===== config.mk =====
export PLATFORM = sky130hd
export DESIGN_NAME = glob_wildcard_matcher_unit
export DESIGN_NICKNAME = d
export VERILOG_FILES = /design/src/rtl/core/gwm_pkg.sv /design/src/rtl/core/glob_wildcard_matcher_unit.sv /design/src/rtl/core/gwm_cell.sv
export SDC_FILE = /design/constraint.sdc
export NUM_CORES = 1
export LEC_CHECK = 0
export BUFFER_PORTS_ARGS = -buffer_cell sky130_fd_sc_hd__clkbuf_2
export CAP_MARGIN = 20
export CELL_PAD_IN_SITES_DETAIL_PLACEMENT = 0
export CELL_PAD_IN_SITES_GLOBAL_PLACEMENT = 2
export CORE_MARGIN = 2
export CORE_UTILIZATION = 35
export DETAILED_ROUTE_END_ITERATION = 10
export GPL_ROUTABILITY_DRIVEN = 0
export PLACE_DENSITY_LB_ADDON = 0.1
export SYNTH_ARGS = -nofsm -noshare
export SYNTH_HDL_FRONTEND = slang
export SYNTH_SLANG_ARGS = --single-unit

===== constraint.sdc =====
create_clock -name clk_i -period 6 [get_ports clk_i]
set_input_delay 1.2 -clock clk_i [delete_from_list [all_inputs] [get_ports clk_i]]
set_output_delay 1.2 -clock clk_i [all_outputs]
set_load 0.005 [all_outputs]

===== src/rtl/core/gwm_pkg.sv =====
// Package for the glob matcher: item types, operation codes and pattern constants.
package gwm_pkg;

  localparam int unsigned GWM_PATTERN_MAX = 63;

  localparam logic [7:0] GWM_STAR_CODE = 8'd42;
  localparam logic [7:0] GWM_ANY_CODE  = 8'd63;

  localparam logic [1:0] OP_CLEAR   = 2'd0;
  localparam logic [1:0] OP_APPEND  = 2'd1;
  localparam logic [1:0] OP_SUBJECT = 2'd2;
  localparam logic [1:0] OP_EMPTY   = 2'd3;

  typedef struct packed {
    logic [1:0] operation;
    logic [7:0] char_code;
    logic       last;
  } gwm_in_t;

  typedef struct packed {
    logic matched;
    logic pattern_overflow;
  } gwm_out_t;

endpackage


===== src/rtl/core/glob_wildcard_matcher_unit.sv =====
// Glob matcher top level: row of position cells, star closure, verdict output stage.
// Throughput: one item per cycle while the skid slot is empty, any mix of pattern,
// subject and empty-subject items. The rate is set by the combinational live vector
// update: byte compare in every cell, then one carry chain add across PATTERN_MAX+1
// positions for the star closure. Reset (async, active low) clears length, overflow,
// live vector and output stage; pattern bytes are not reset and are only read below
// the current length.
module glob_wildcard_matcher_unit import gwm_pkg::*; #(
  parameter int unsigned PATTERN_MAX = GWM_PATTERN_MAX
) (
  input  logic     clk_i,
  input  logic     rst_ni,
  input  logic     in_valid_i,
  output logic     in_ready_o,
  input  gwm_in_t  in_data_i,
  output logic     out_valid_o,
  input  logic     out_ready_i,
  output gwm_out_t out_data_o
);

  localparam int unsigned W    = PATTERN_MAX + 1;
  localparam int unsigned LenW = $clog2(PATTERN_MAX + 1);

  logic [LenW-1:0] len_q, len_d;
  logic            ovf_q, ovf_d;
  logic            inside_q, inside_d;
  logic            all_star_q, all_star_d;
  logic [W-1:0]    live_q, live_d;
  logic [W-1:0]    init_q, init_d;

  logic            in_fire, full, append_ok, produce;
  logic [W-1:0]    end_onehot, above_len;
  logic [PATTERN_MAX-1:0] active, wr_en, star, stay, step;
  logic [W-1:0]    src, nv, smask, gen, sum, closed;
  logic            hit;
  gwm_out_t        res;

  logic            out_valid_q, skid_valid_q;
  gwm_out_t        out_q, skid_q;

  assign in_ready_o = ~skid_valid_q;
  assign in_fire    = in_valid_i & in_ready_o;
  assign full       = (len_q == LenW'(PATTERN_MAX));
  assign append_ok  = in_fire & (in_data_i.operation == OP_APPEND) & ~full;

  always_comb begin
    for (int k = 0; k < W; k++) begin
      end_onehot[k] = (len_q == LenW'(k));
      above_len[k]  = (LenW'(k) > len_q);
    end
    for (int i = 0; i < PATTERN_MAX; i++) begin
      active[i] = (LenW'(i) < len_q);
      wr_en[i]  = append_ok & end_onehot[i];
    end
  end

  assign src = inside_q ? live_q : init_q;

  for (genvar g = 0; g < PATTERN_MAX; g++) begin : g_cell
    gwm_cell u_cell (
      .clk_i       (clk_i),
      .wr_en_i     (wr_en[g]),
      .wr_char_i   (in_data_i.char_code),
      .subj_char_i (in_data_i.char_code),
      .live_i      (src[g]),
      .active_i    (active[g]),
      .star_o      (star[g]),
      .stay_o      (stay[g]),
      .step_o      (step[g])
    );
  end

  assign nv    = {1'b0, stay} | {step, 1'b0};
  assign smask = {1'b0, star};
  assign gen   = nv & smask;
  // closure over star runs is a carry chain: stars propagate, live stars generate
  assign sum    = smask + gen;
  assign closed = nv | (sum ^ smask ^ gen);

  always_comb begin
    len_d      = len_q;
    ovf_d      = ovf_q;
    inside_d   = inside_q;
    all_star_d = all_star_q;
    live_d     = live_q;
    init_d     = init_q;
    produce    = 1'b0;
    hit        = 1'b0;
    if (in_fire) begin
      case (in_data_i.operation)
        OP_CLEAR: begin
          len_d      = '0;
          ovf_d      = 1'b0;
          inside_d   = 1'b0;
          all_star_d = 1'b1;
          live_d     = '0;
          init_d     = W'(1);
        end
        OP_APPEND: begin
          if (full) begin
            ovf_d = 1'b1;
          end else begin
            len_d = len_q + LenW'(1);
            if (all_star_q && (in_data_i.char_code == GWM_STAR_CODE)) begin
              init_d = init_q | (end_onehot << 1);
            end else begin
              all_star_d = 1'b0;
            end
          end
          live_d   = '0;
          inside_d = 1'b0;
        end
        OP_SUBJECT: begin
          live_d   = closed;
          inside_d = ~in_data_i.last;
          produce  = in_data_i.last;
          hit      = |(closed & end_onehot);
        end
        default: begin
          // empty subject: only the all-star pattern reaches its end
          inside_d = 1'b0;
          live_d   = init_q;
          produce  = 1'b1;
          hit      = all_star_q;
        end
      endcase
    end
  end

  assign res.matched          = hit & ~ovf_q;
  assign res.pattern_overflow = ovf_q;

  always_ff @(posedge clk_i or negedge rst_ni) begin
    if (!rst_ni) begin
      len_q      <= '0;
      ovf_q      <= 1'b0;
      inside_q   <= 1'b0;
      all_star_q <= 1'b1;
      live_q     <= '0;
      init_q     <= W'(1);
    end else begin
      len_q      <= len_d;
      ovf_q      <= ovf_d;
      inside_q   <= inside_d;
      all_star_q <= all_star_d;
      live_q     <= live_d;
      init_q     <= init_d;
    end
  end

  // output register plus skid slot
  always_ff @(posedge clk_i or negedge rst_ni) begin
    if (!rst_ni) begin
      out_valid_q  <= 1'b0;
      skid_valid_q <= 1'b0;
    end else begin
      if (!out_valid_q || out_ready_i) begin
        if (skid_valid_q) begin
          out_valid_q  <= 1'b1;
          skid_valid_q <= 1'b0;
        end else begin
          out_valid_q <= produce;
        end
      end else if (produce) begin
        skid_valid_q <= 1'b1;
      end
    end
  end

  always_ff @(posedge clk_i) begin
    if (!out_valid_q || out_ready_i) begin
      out_q <= skid_valid_q ? skid_q : res;
    end else if (produce) begin
      skid_q <= res;
    end
  end

  assign out_valid_o = out_valid_q;
  assign out_data_o  = out_q;

`ifndef SYNTHESIS
  a_skid_behind_out: assert property (@(posedge clk_i) disable iff (!rst_ni)
    skid_valid_q |-> out_valid_q)
    else $error("skid slot full while output slot empty");

  a_ovf_only_full: assert property (@(posedge clk_i) disable iff (!rst_ni)
    ovf_q |-> full)
    else $error("overflow flag set below capacity");

  a_live_in_range: assert property (@(posedge clk_i) disable iff (!rst_ni)
    (live_q & above_len) == '0)
    else $error("live position beyond pattern length");

  a_all_star_init: assert property (@(posedge clk_i) disable iff (!rst_ni)
    all_star_q |-> (|(init_q & end_onehot)))
    else $error("all-star pattern start vector misses its end");

  a_ovf_no_match: assert property (@(posedge clk_i) disable iff (!rst_ni)
    (out_valid_o && out_data_o.pattern_overflow) |-> !out_data_o.matched)
    else $error("match reported under overflow");
`endif

endmodule


===== src/rtl/core/gwm_cell.sv =====
// One pattern position: holds its pattern byte and advances its live bit over a subject byte.
module gwm_cell import gwm_pkg::*; (
  input  logic       clk_i,
  input  logic       wr_en_i,
  input  logic [7:0] wr_char_i,
  input  logic [7:0] subj_char_i,
  input  logic       live_i,
  input  logic       active_i,
  output logic       star_o,
  output logic       stay_o,
  output logic       step_o
);

  logic [7:0] pat_q;
  logic       is_star;
  logic       hit;

  always_ff @(posedge clk_i) begin
    if (wr_en_i) begin
      pat_q <= wr_char_i;
    end
  end

  assign is_star = (pat_q == GWM_STAR_CODE);
  assign hit     = (pat_q == GWM_ANY_CODE) || (pat_q == subj_char_i);

  assign star_o = active_i & is_star;
  // a star keeps its own position; a literal or '?' hands the bit to the next cell
  assign stay_o = active_i & live_i & is_star;
  assign step_o = active_i & live_i & ~is_star & hit;

endmodule


=== Word level (Yosys, flattened, before mapping) ===
Index checks and enable logic that the tools add are counted.

* Register bits: 646
* Bits of input ports: 15
* Output and inout bits: 4
* Logic and storage cells: 954

* Add/sub/neg operators: 2
* Magnitude comparators: 63
* Equality and inequality tests: 259
* Muxes and demuxes: 21
* Bitwise logic cells: 457
* Reduce and logical (&&, ||, !) cells: 77

{| class="wikitable"
|+ Operator list
! kind !! number
|-
| $eq A8 B6 Y1 const B || 127
|-
| $eq A8 B8 Y1 || 63
|-
| $and A1 B1 Y1 || 382
|-
| $eq A6 B6 Y1 const B || 32
|-
| $lt A6 B6 Y1 const A || 31
|-
| $mux W64 || 2
|-
| $or A64 B64 Y64 || 2
|-
| $pmux W64 S2 || 1
|-
| $pmux W63 S2 || 1
|-
| $eq A6 B5 Y1 const B || 16
|-
| $lt A5 B6 Y1 const A || 16
|-
| $not A1 Y1 || 68
|-
| $add A63 B64 Y64 || 1
|-
| $and A64 B63 Y64 || 1
|-
| $and A64 B64 Y64 || 1
|-
| $logic_or A1 B1 Y1 || 64
|-
| $or A63 B64 Y64 || 1
|-
| $reduce_or A64 Y1 || 1
|-
| $xor A64 B63 Y64 || 1
|-
| $xor A64 B64 Y64 || 1
|-
| $mux W63 || 1
|-
| $eq A6 B4 Y1 const B || 8
|-
| $lt A4 B6 Y1 const A || 8
|-
| $eq A6 B3 Y1 const B || 4
|-
| other kinds (24) || 46
|}

=== Longest topological paths before layout ===
* Depth in word-level cells: 16
* Mapped depth: 25
* Mapped depth without buffers: 22

=== Hierarchy ===
Synthesis repeated with hierarchy kept, for this count alone.

* Cell total of the unflattened synthesis: 3653
* Area total of the unflattened synthesis: 38428.1 um^2

{| class="wikitable"
|+ Modules (own cells, without submodules)
! module !! times used !! cells an instance !! area an instance (um^2) !! seq. area each (um^2)
|-
| gwm_cell || 63 || 29 || 401.6 || 240.2
|-
| glob_wildcard_matcher_unit || 1 || 1826 || 13125.1 || 3550.9
|}

=== Worst setup path after synthesis ===
No wires, ideal clock.

* Kind: input-to-reg
* Start point: in in_data_i[8] (netlist bit)
* End point: reg out_q (netlist bit out_data_o[1]) (data pin)
* Setup time: 0.254 ns
* Arrival time: 5.680 ns
* Setup slack: 0.067 ns
* Cell stages on the path: 22
* Buffers on the path: 1
* Cell sequence: buf_4 > xor2_1 > nor4_1 > nand2_1 > a21oi_1 > nor4_1 > ha_1 > nand2b_1 > o31ai_2 > o221ai_2 > o211ai_2 > a21oi_1 > or4_1 > a221o_1 > nor4_1 > and4_1 > nand4_1 > or4_1 > nor3_1 > o21ai_1 > o41a_1 > a21o_1

{| class="wikitable"
|+ RTL lines
! what !! RTL line !! source
|-
| start, declared || glob_wildcard_matcher_unit.sv:15 || <nowiki>input gwm_in_t in_data_i,</nowiki>
|-
| end signal, assigned || glob_wildcard_matcher_unit.sv:172 || <nowiki>out_q <= skid_valid_q ? skid_q : res;</nowiki>
|-
| end, declared || glob_wildcard_matcher_unit.sv:39 || <nowiki>gwm_out_t out_q, skid_q;</nowiki>
|}

==> run summary <==
The run finished with clean final reports. The tightest min-delay check is of the flip-flop to flip-flop type. The primary flip-flop cell chosen by synthesis mapping is sky130_fd_sc_hd__edfxtp_1. During I/O placement, the number of pins put on the boundary was 19. The run gives 0 as the overflow left after global routing. Counting flops with an async set or reset pin after synthesis yields a share of 21.2%. The post-detailed-route via-to-cell ratio was 5.78; the share of the core filled with cells in the final layout was 43.6%. At the pin with the least slew margin, the transition time is 1.20 ns. Most frequent standard cell in the layout excluding fill and tap cells: sky130_fd_sc_hd__buf_4. The worst register-to-register path begins at len_q[2]$_DFFE_PN0P_. The placement-stage worst setup slack is -1.00 ns.

The run gives 11200 as the fill cell total of the finished layout. Static timing analysis puts the maximum clock frequency at 169 MHz. On the critical path the largest part of the delay comes from simple AND/OR/NAND/NOR gates. Buffers inserted during clock tree synthesis total 80. The post-synthesis cell type with the largest combined area is sky130_fd_sc_hd__edfxtp_1. For this design, the CTS-stage hold fixing added 0 buffers. In this run the most critical hold path is launched from live_q[25]$_DFFE_PN0P_. The total power per unit cell area is 219 nW/µm², and the sequential share of the synthesized area is 46.2%.

The worst setup path is captured at a flip-flop. The mapped netlist covers 40400 µm². For the worst setup path, the data arrival time is 6.34 ns. Row generation in the floorplan step produced 124 rows. The yosys synthesis warning count is 0, and the final critical-path required period is 5.91 ns.

The worst-case IR drop observed on VDD is 0.224 mV. In this run the mean area of a mapped cell was 9.89 µm². For the post-layout net count, the log shows 4713. The largest individual stage delay along the critical path comes from the cell sky130_fd_sc_hd__or4_4. TritonCTS built the clock tree. The netlist uses 112 different library cells.

The largest single stage delay on the critical path is 0.58 ns. The clock passes through at most 3 buffers. The kind of launch point of the worst setup path was an input port. The fraction of layout instances using a drive strength above 1 was 20.9%. Entering global routing, the biggest net connects 87 pins. The post-synthesis cell count is 4086, and the overall die width is 344 µm. The run gives 0 as the max-capacitance violation count.

The hold violation count in the final report came out at 0. In this run the worst path has a maximum fanout of 5. The total count of max-transition violations in the final report was 0. The run gives 0.0286 ns as the setup skew after layout. In this run the cell area measured after placement is 46800 µm².

For the worst setup path, the data required time is 6.44 ns. The setup slack after layout is 0.0944 ns, and the clock net sink count is 645. After detailed routing, the total wire length is 171000 µm.

The first detailed-routing pass ran for 5 iterations. Measured against its own limit, the worst slew margin works out to 20.0%. The tools report the cell chosen for the clock root as sky130_fd_sc_hd__clkbuf_16. Across every metal layer, demand over resource in global routing totals 28.2%.

In this run the worst setup path begins at in_data_i[1]. Registers take 18700 µm². The number of buffers and inverters on the critical path works out to 2. The multi-input combinational cells in the finished layout cover a total of 20800 µm².

The number of enable flip-flop cells after synthesis is 508. Summed over all nets, the half-perimeter wirelength after detailed placement is 130000 µm. The total nets after synthesis is 4105.

The die covers 118000 µm². In this run, synthesis produced a sequential element count of 645. The critical path goes through buf_6, xor2_1, nor4_1, buf_4, nand2_4, a21oi_4, nor4_2, ha_2, nand2b_4, o31ai_4, o221ai_2, o211ai_2, a21oi_2, or4_4, a221o_1, nor4_2, and4_1, nand4_1, or4_4, nor3_4, o21ai_2, o41a_1, a21o_1. The logs give 49900 µm² for the final cell area excluding filler cells and 0.68 ns for the clock latency of the later-clocked register in the worst-skew pair. Buffers placed on the I/O ports in this run total 18. Setup repair after global routing could not meet its margin everywhere. The H-tree was split into 3 levels. The routed via count was 36300. The core box area is 115000 µm², and the number of routed nets with antenna violations is 0. Global-route wire length before repair: 245000 µm. After detailed routing, the number of remaining DRC violations is 0. The layout overhead on the synthesized area is 23.5%.

The top-area cell type share of the netlist area was 37.7%. Summed over all cells, the static leakage comes to 17.4 nW. Yosys attributes the largest share of cell area to sky130_fd_sc_hd__edfxtp_1 38%, sky130_fd_sc_hd__dfrtp_1 8.4%, sky130_fd_sc_hd__xnor2_1 6.1%. Final number of setup-violating endpoints: 0.

The per-cell routed wire length is 27.3 µm. The tools report the via count of the first global-routing pass as 34900. Measured along the y axis, the die boundary spans 344 µm. The critical path is of the input port to flip-flop type.

For the initial antenna violation count, the log shows 3. After clock tree synthesis, the clock-pin slew on the worst setup and hold paths is 0.06 ns. The share of the cycle needed by the critical path after routing is 98.4%. Once the floorplan was initialized, standard cells occupied 35.3% of the core. The top cell types in the final layout, fill and taps aside, are 643 x sky130_fd_sc_hd__buf_4, 508 x sky130_fd_sc_hd__edfxtp_1, 407 x sky130_fd_sc_hd__nor2_1. The starting DRC count in detailed routing was 3269.
==> cell type report <==
| type | count | share of cell area, % |
|---|---|---|
| diodes | 1 | 0.00501 |
| flip-flops and latches | 645 | 37.5 |
| clock inverters | 45 | 1.01 |
| inverters | 38 | 0.286 |
| repair buffers | 705 | 11.5 |
| multi-input cells | 3224 | 41.6 |
| clock buffers | 99 | 4.32 |
| well taps | 1512 | 3.79 |
==> per-stage QoR <==
stage	hold slack [ns]	cells	total power, W	TNS (ns)
6_report	0.476	6269	0.0109	0
5_1_grt	0.498	6268	0.0113	-0.0722
4_1_cts	0.478	6257	0.0110	-0.0413
3_5_place_dp	0.462	6114	0.00600	-4.87
3_3_place_gp	0.455	6113	0.00600	-4.60
2_1_floorplan	0.440	4086	0.00549	0
==> registers in the layout (all words and copies together), names as in the netlist <==
| name | count |
|---|---|
| g_cell.u_cell.pat_q | 504 |
| out_valid_o | 1 |
| skid_q | 2 |
| skid_valid_q | 1 |
| inside_q | 1 |
| ovf_q | 1 |
| len_q | 6 |
| all_star_q | 1 |
| live_q | 63 |
| out_data_o | 2 |
| init_q | 63 |
==> report_power, final <==
part | internal [W] | switching, W | total (W)
sequential | 0.00487 | 0.0000353 | 0.00490
combinational | 0.000338 | 0.000715 | 0.00105
clock | 0.00298 | 0.00200 | 0.00498
==> worst reg2reg max path: stages (launching register included) <==
cell                        delay [ns]
sky130_fd_sc_hd__dfrtp_2          0.54
sky130_fd_sc_hd__buf_4            0.27
sky130_fd_sc_hd__or4_1            0.60
sky130_fd_sc_hd__o21ai_2          0.26
sky130_fd_sc_hd__nor2_1           0.07
sky130_fd_sc_hd__nor3_1           0.31
sky130_fd_sc_hd__a311oi_2         0.16
sky130_fd_sc_hd__nor2_1           0.18
sky130_fd_sc_hd__o41ai_1          0.11
sky130_fd_sc_hd__buf_4            0.16
sky130_fd_sc_hd__a221oi_1         0.27
sky130_fd_sc_hd__buf_4            0.19
sky130_fd_sc_hd__o21a_1           0.23
sky130_fd_sc_hd__o31a_1           0.24
sky130_fd_sc_hd__o21ai_0          0.16
sky130_fd_sc_hd__buf_4            0.17
sky130_fd_sc_hd__a41oi_1          0.34
sky130_fd_sc_hd__o2111ai_1        0.20
sky130_fd_sc_hd__a221oi_1         0.26
sky130_fd_sc_hd__o221ai_1         0.18
sky130_fd_sc_hd__buf_4            0.16
sky130_fd_sc_hd__o41a_1           0.41
sky130_fd_sc_hd__a21o_1           0.16
==> per-layer routing <==
layer / routed length, µm / vias to the layer above / global-route usage, %
met4: 5070 / 2 / 7.74
li1: - / 16800 / -
met5: 20 / - / 0
met1: 78100 / 18000 / 40.1
met3: 10400 / 246 / 4.12
met2: 77600 / 1209 / 44.9
==> path summary, 6_finish.rpt <==
check	to	slack, ns	depth (start not counted)
max	out_data_o[1]$_DFFE_PN_	0.09	23
min	live_q[25]$_DFFE_PN0P_	0.48	2
max reg2reg	out_data_o[1]$_DFFE_PN_	0.13	22
min reg2reg	live_q[25]$_DFFE_PN0P_	0.48	2
max in group asynchronous	init_q[26]$_DFFE_PN0P_	4.20	2
min in group asynchronous	out_valid_o$_DFFE_PN0N_	0.53	1
==> logic make-up (layout without fill, tap and decap cells) <==
kind of cell | count (synthesis) | count (layout) | share of synthesized area (%)
AO/OA/AOI/OAI | 831 | 831 | 13.9
XOR/XNOR | 504 | 504 | 10.9
adder cells (fa/ha/maj) | 4 | 4 | 0.124
buffers and inverters | 217 | 887 | 3.06
flip-flops | 645 | 645 | 46.2
multiplexers | 91 | 91 | 2.41
other | 0 | 1 | 0
AND/OR/NAND/NOR | 1794 | 1794 | 23.3
==> what timing repair did <==
item                                    4_1_cts  5_1_grt
endpoints found under the setup margin        3        9
cloned                                        0        3
buffers inserted                              0        1
pin swaps                                     0       17
gates resized for setup                       7       48
==> cells in the mapped netlist, types with 22 or more instances <==
master and instances:
sky130_fd_sc_hd__and3_1 77, sky130_fd_sc_hd__xnor2_1 280, sky130_fd_sc_hd__nor4_1 110, sky130_fd_sc_hd__o21a_1 28
sky130_fd_sc_hd__inv_1 37, sky130_fd_sc_hd__a211oi_1 24, sky130_fd_sc_hd__nor3_1 180, sky130_fd_sc_hd__nand3_1 165
sky130_fd_sc_hd__and2_1 57, sky130_fd_sc_hd__nand2_1 304, sky130_fd_sc_hd__a21o_1 25, sky130_fd_sc_hd__or2_2 28
sky130_fd_sc_hd__clkbuf_1 76, sky130_fd_sc_hd__o21ai_0 165, sky130_fd_sc_hd__nor2b_1 32, sky130_fd_sc_hd__a31oi_1 57
sky130_fd_sc_hd__nand2b_1 36, sky130_fd_sc_hd__buf_4 46, sky130_fd_sc_hd__nor2_1 408, sky130_fd_sc_hd__a21oi_1 191
sky130_fd_sc_hd__dfrtp_1 135, sky130_fd_sc_hd__nor4b_1 22, sky130_fd_sc_hd__buf_6 30, sky130_fd_sc_hd__nand4_1 177
sky130_fd_sc_hd__xor2_1 224, sky130_fd_sc_hd__or4_1 25, sky130_fd_sc_hd__and4_1 22, sky130_fd_sc_hd__mux2i_1 44
sky130_fd_sc_hd__o211ai_1 35, sky130_fd_sc_hd__or3_1 47, sky130_fd_sc_hd__mux2_2 42, sky130_fd_sc_hd__o31ai_1 29
sky130_fd_sc_hd__edfxtp_1 508
Power figures use the tool's default switching activity.
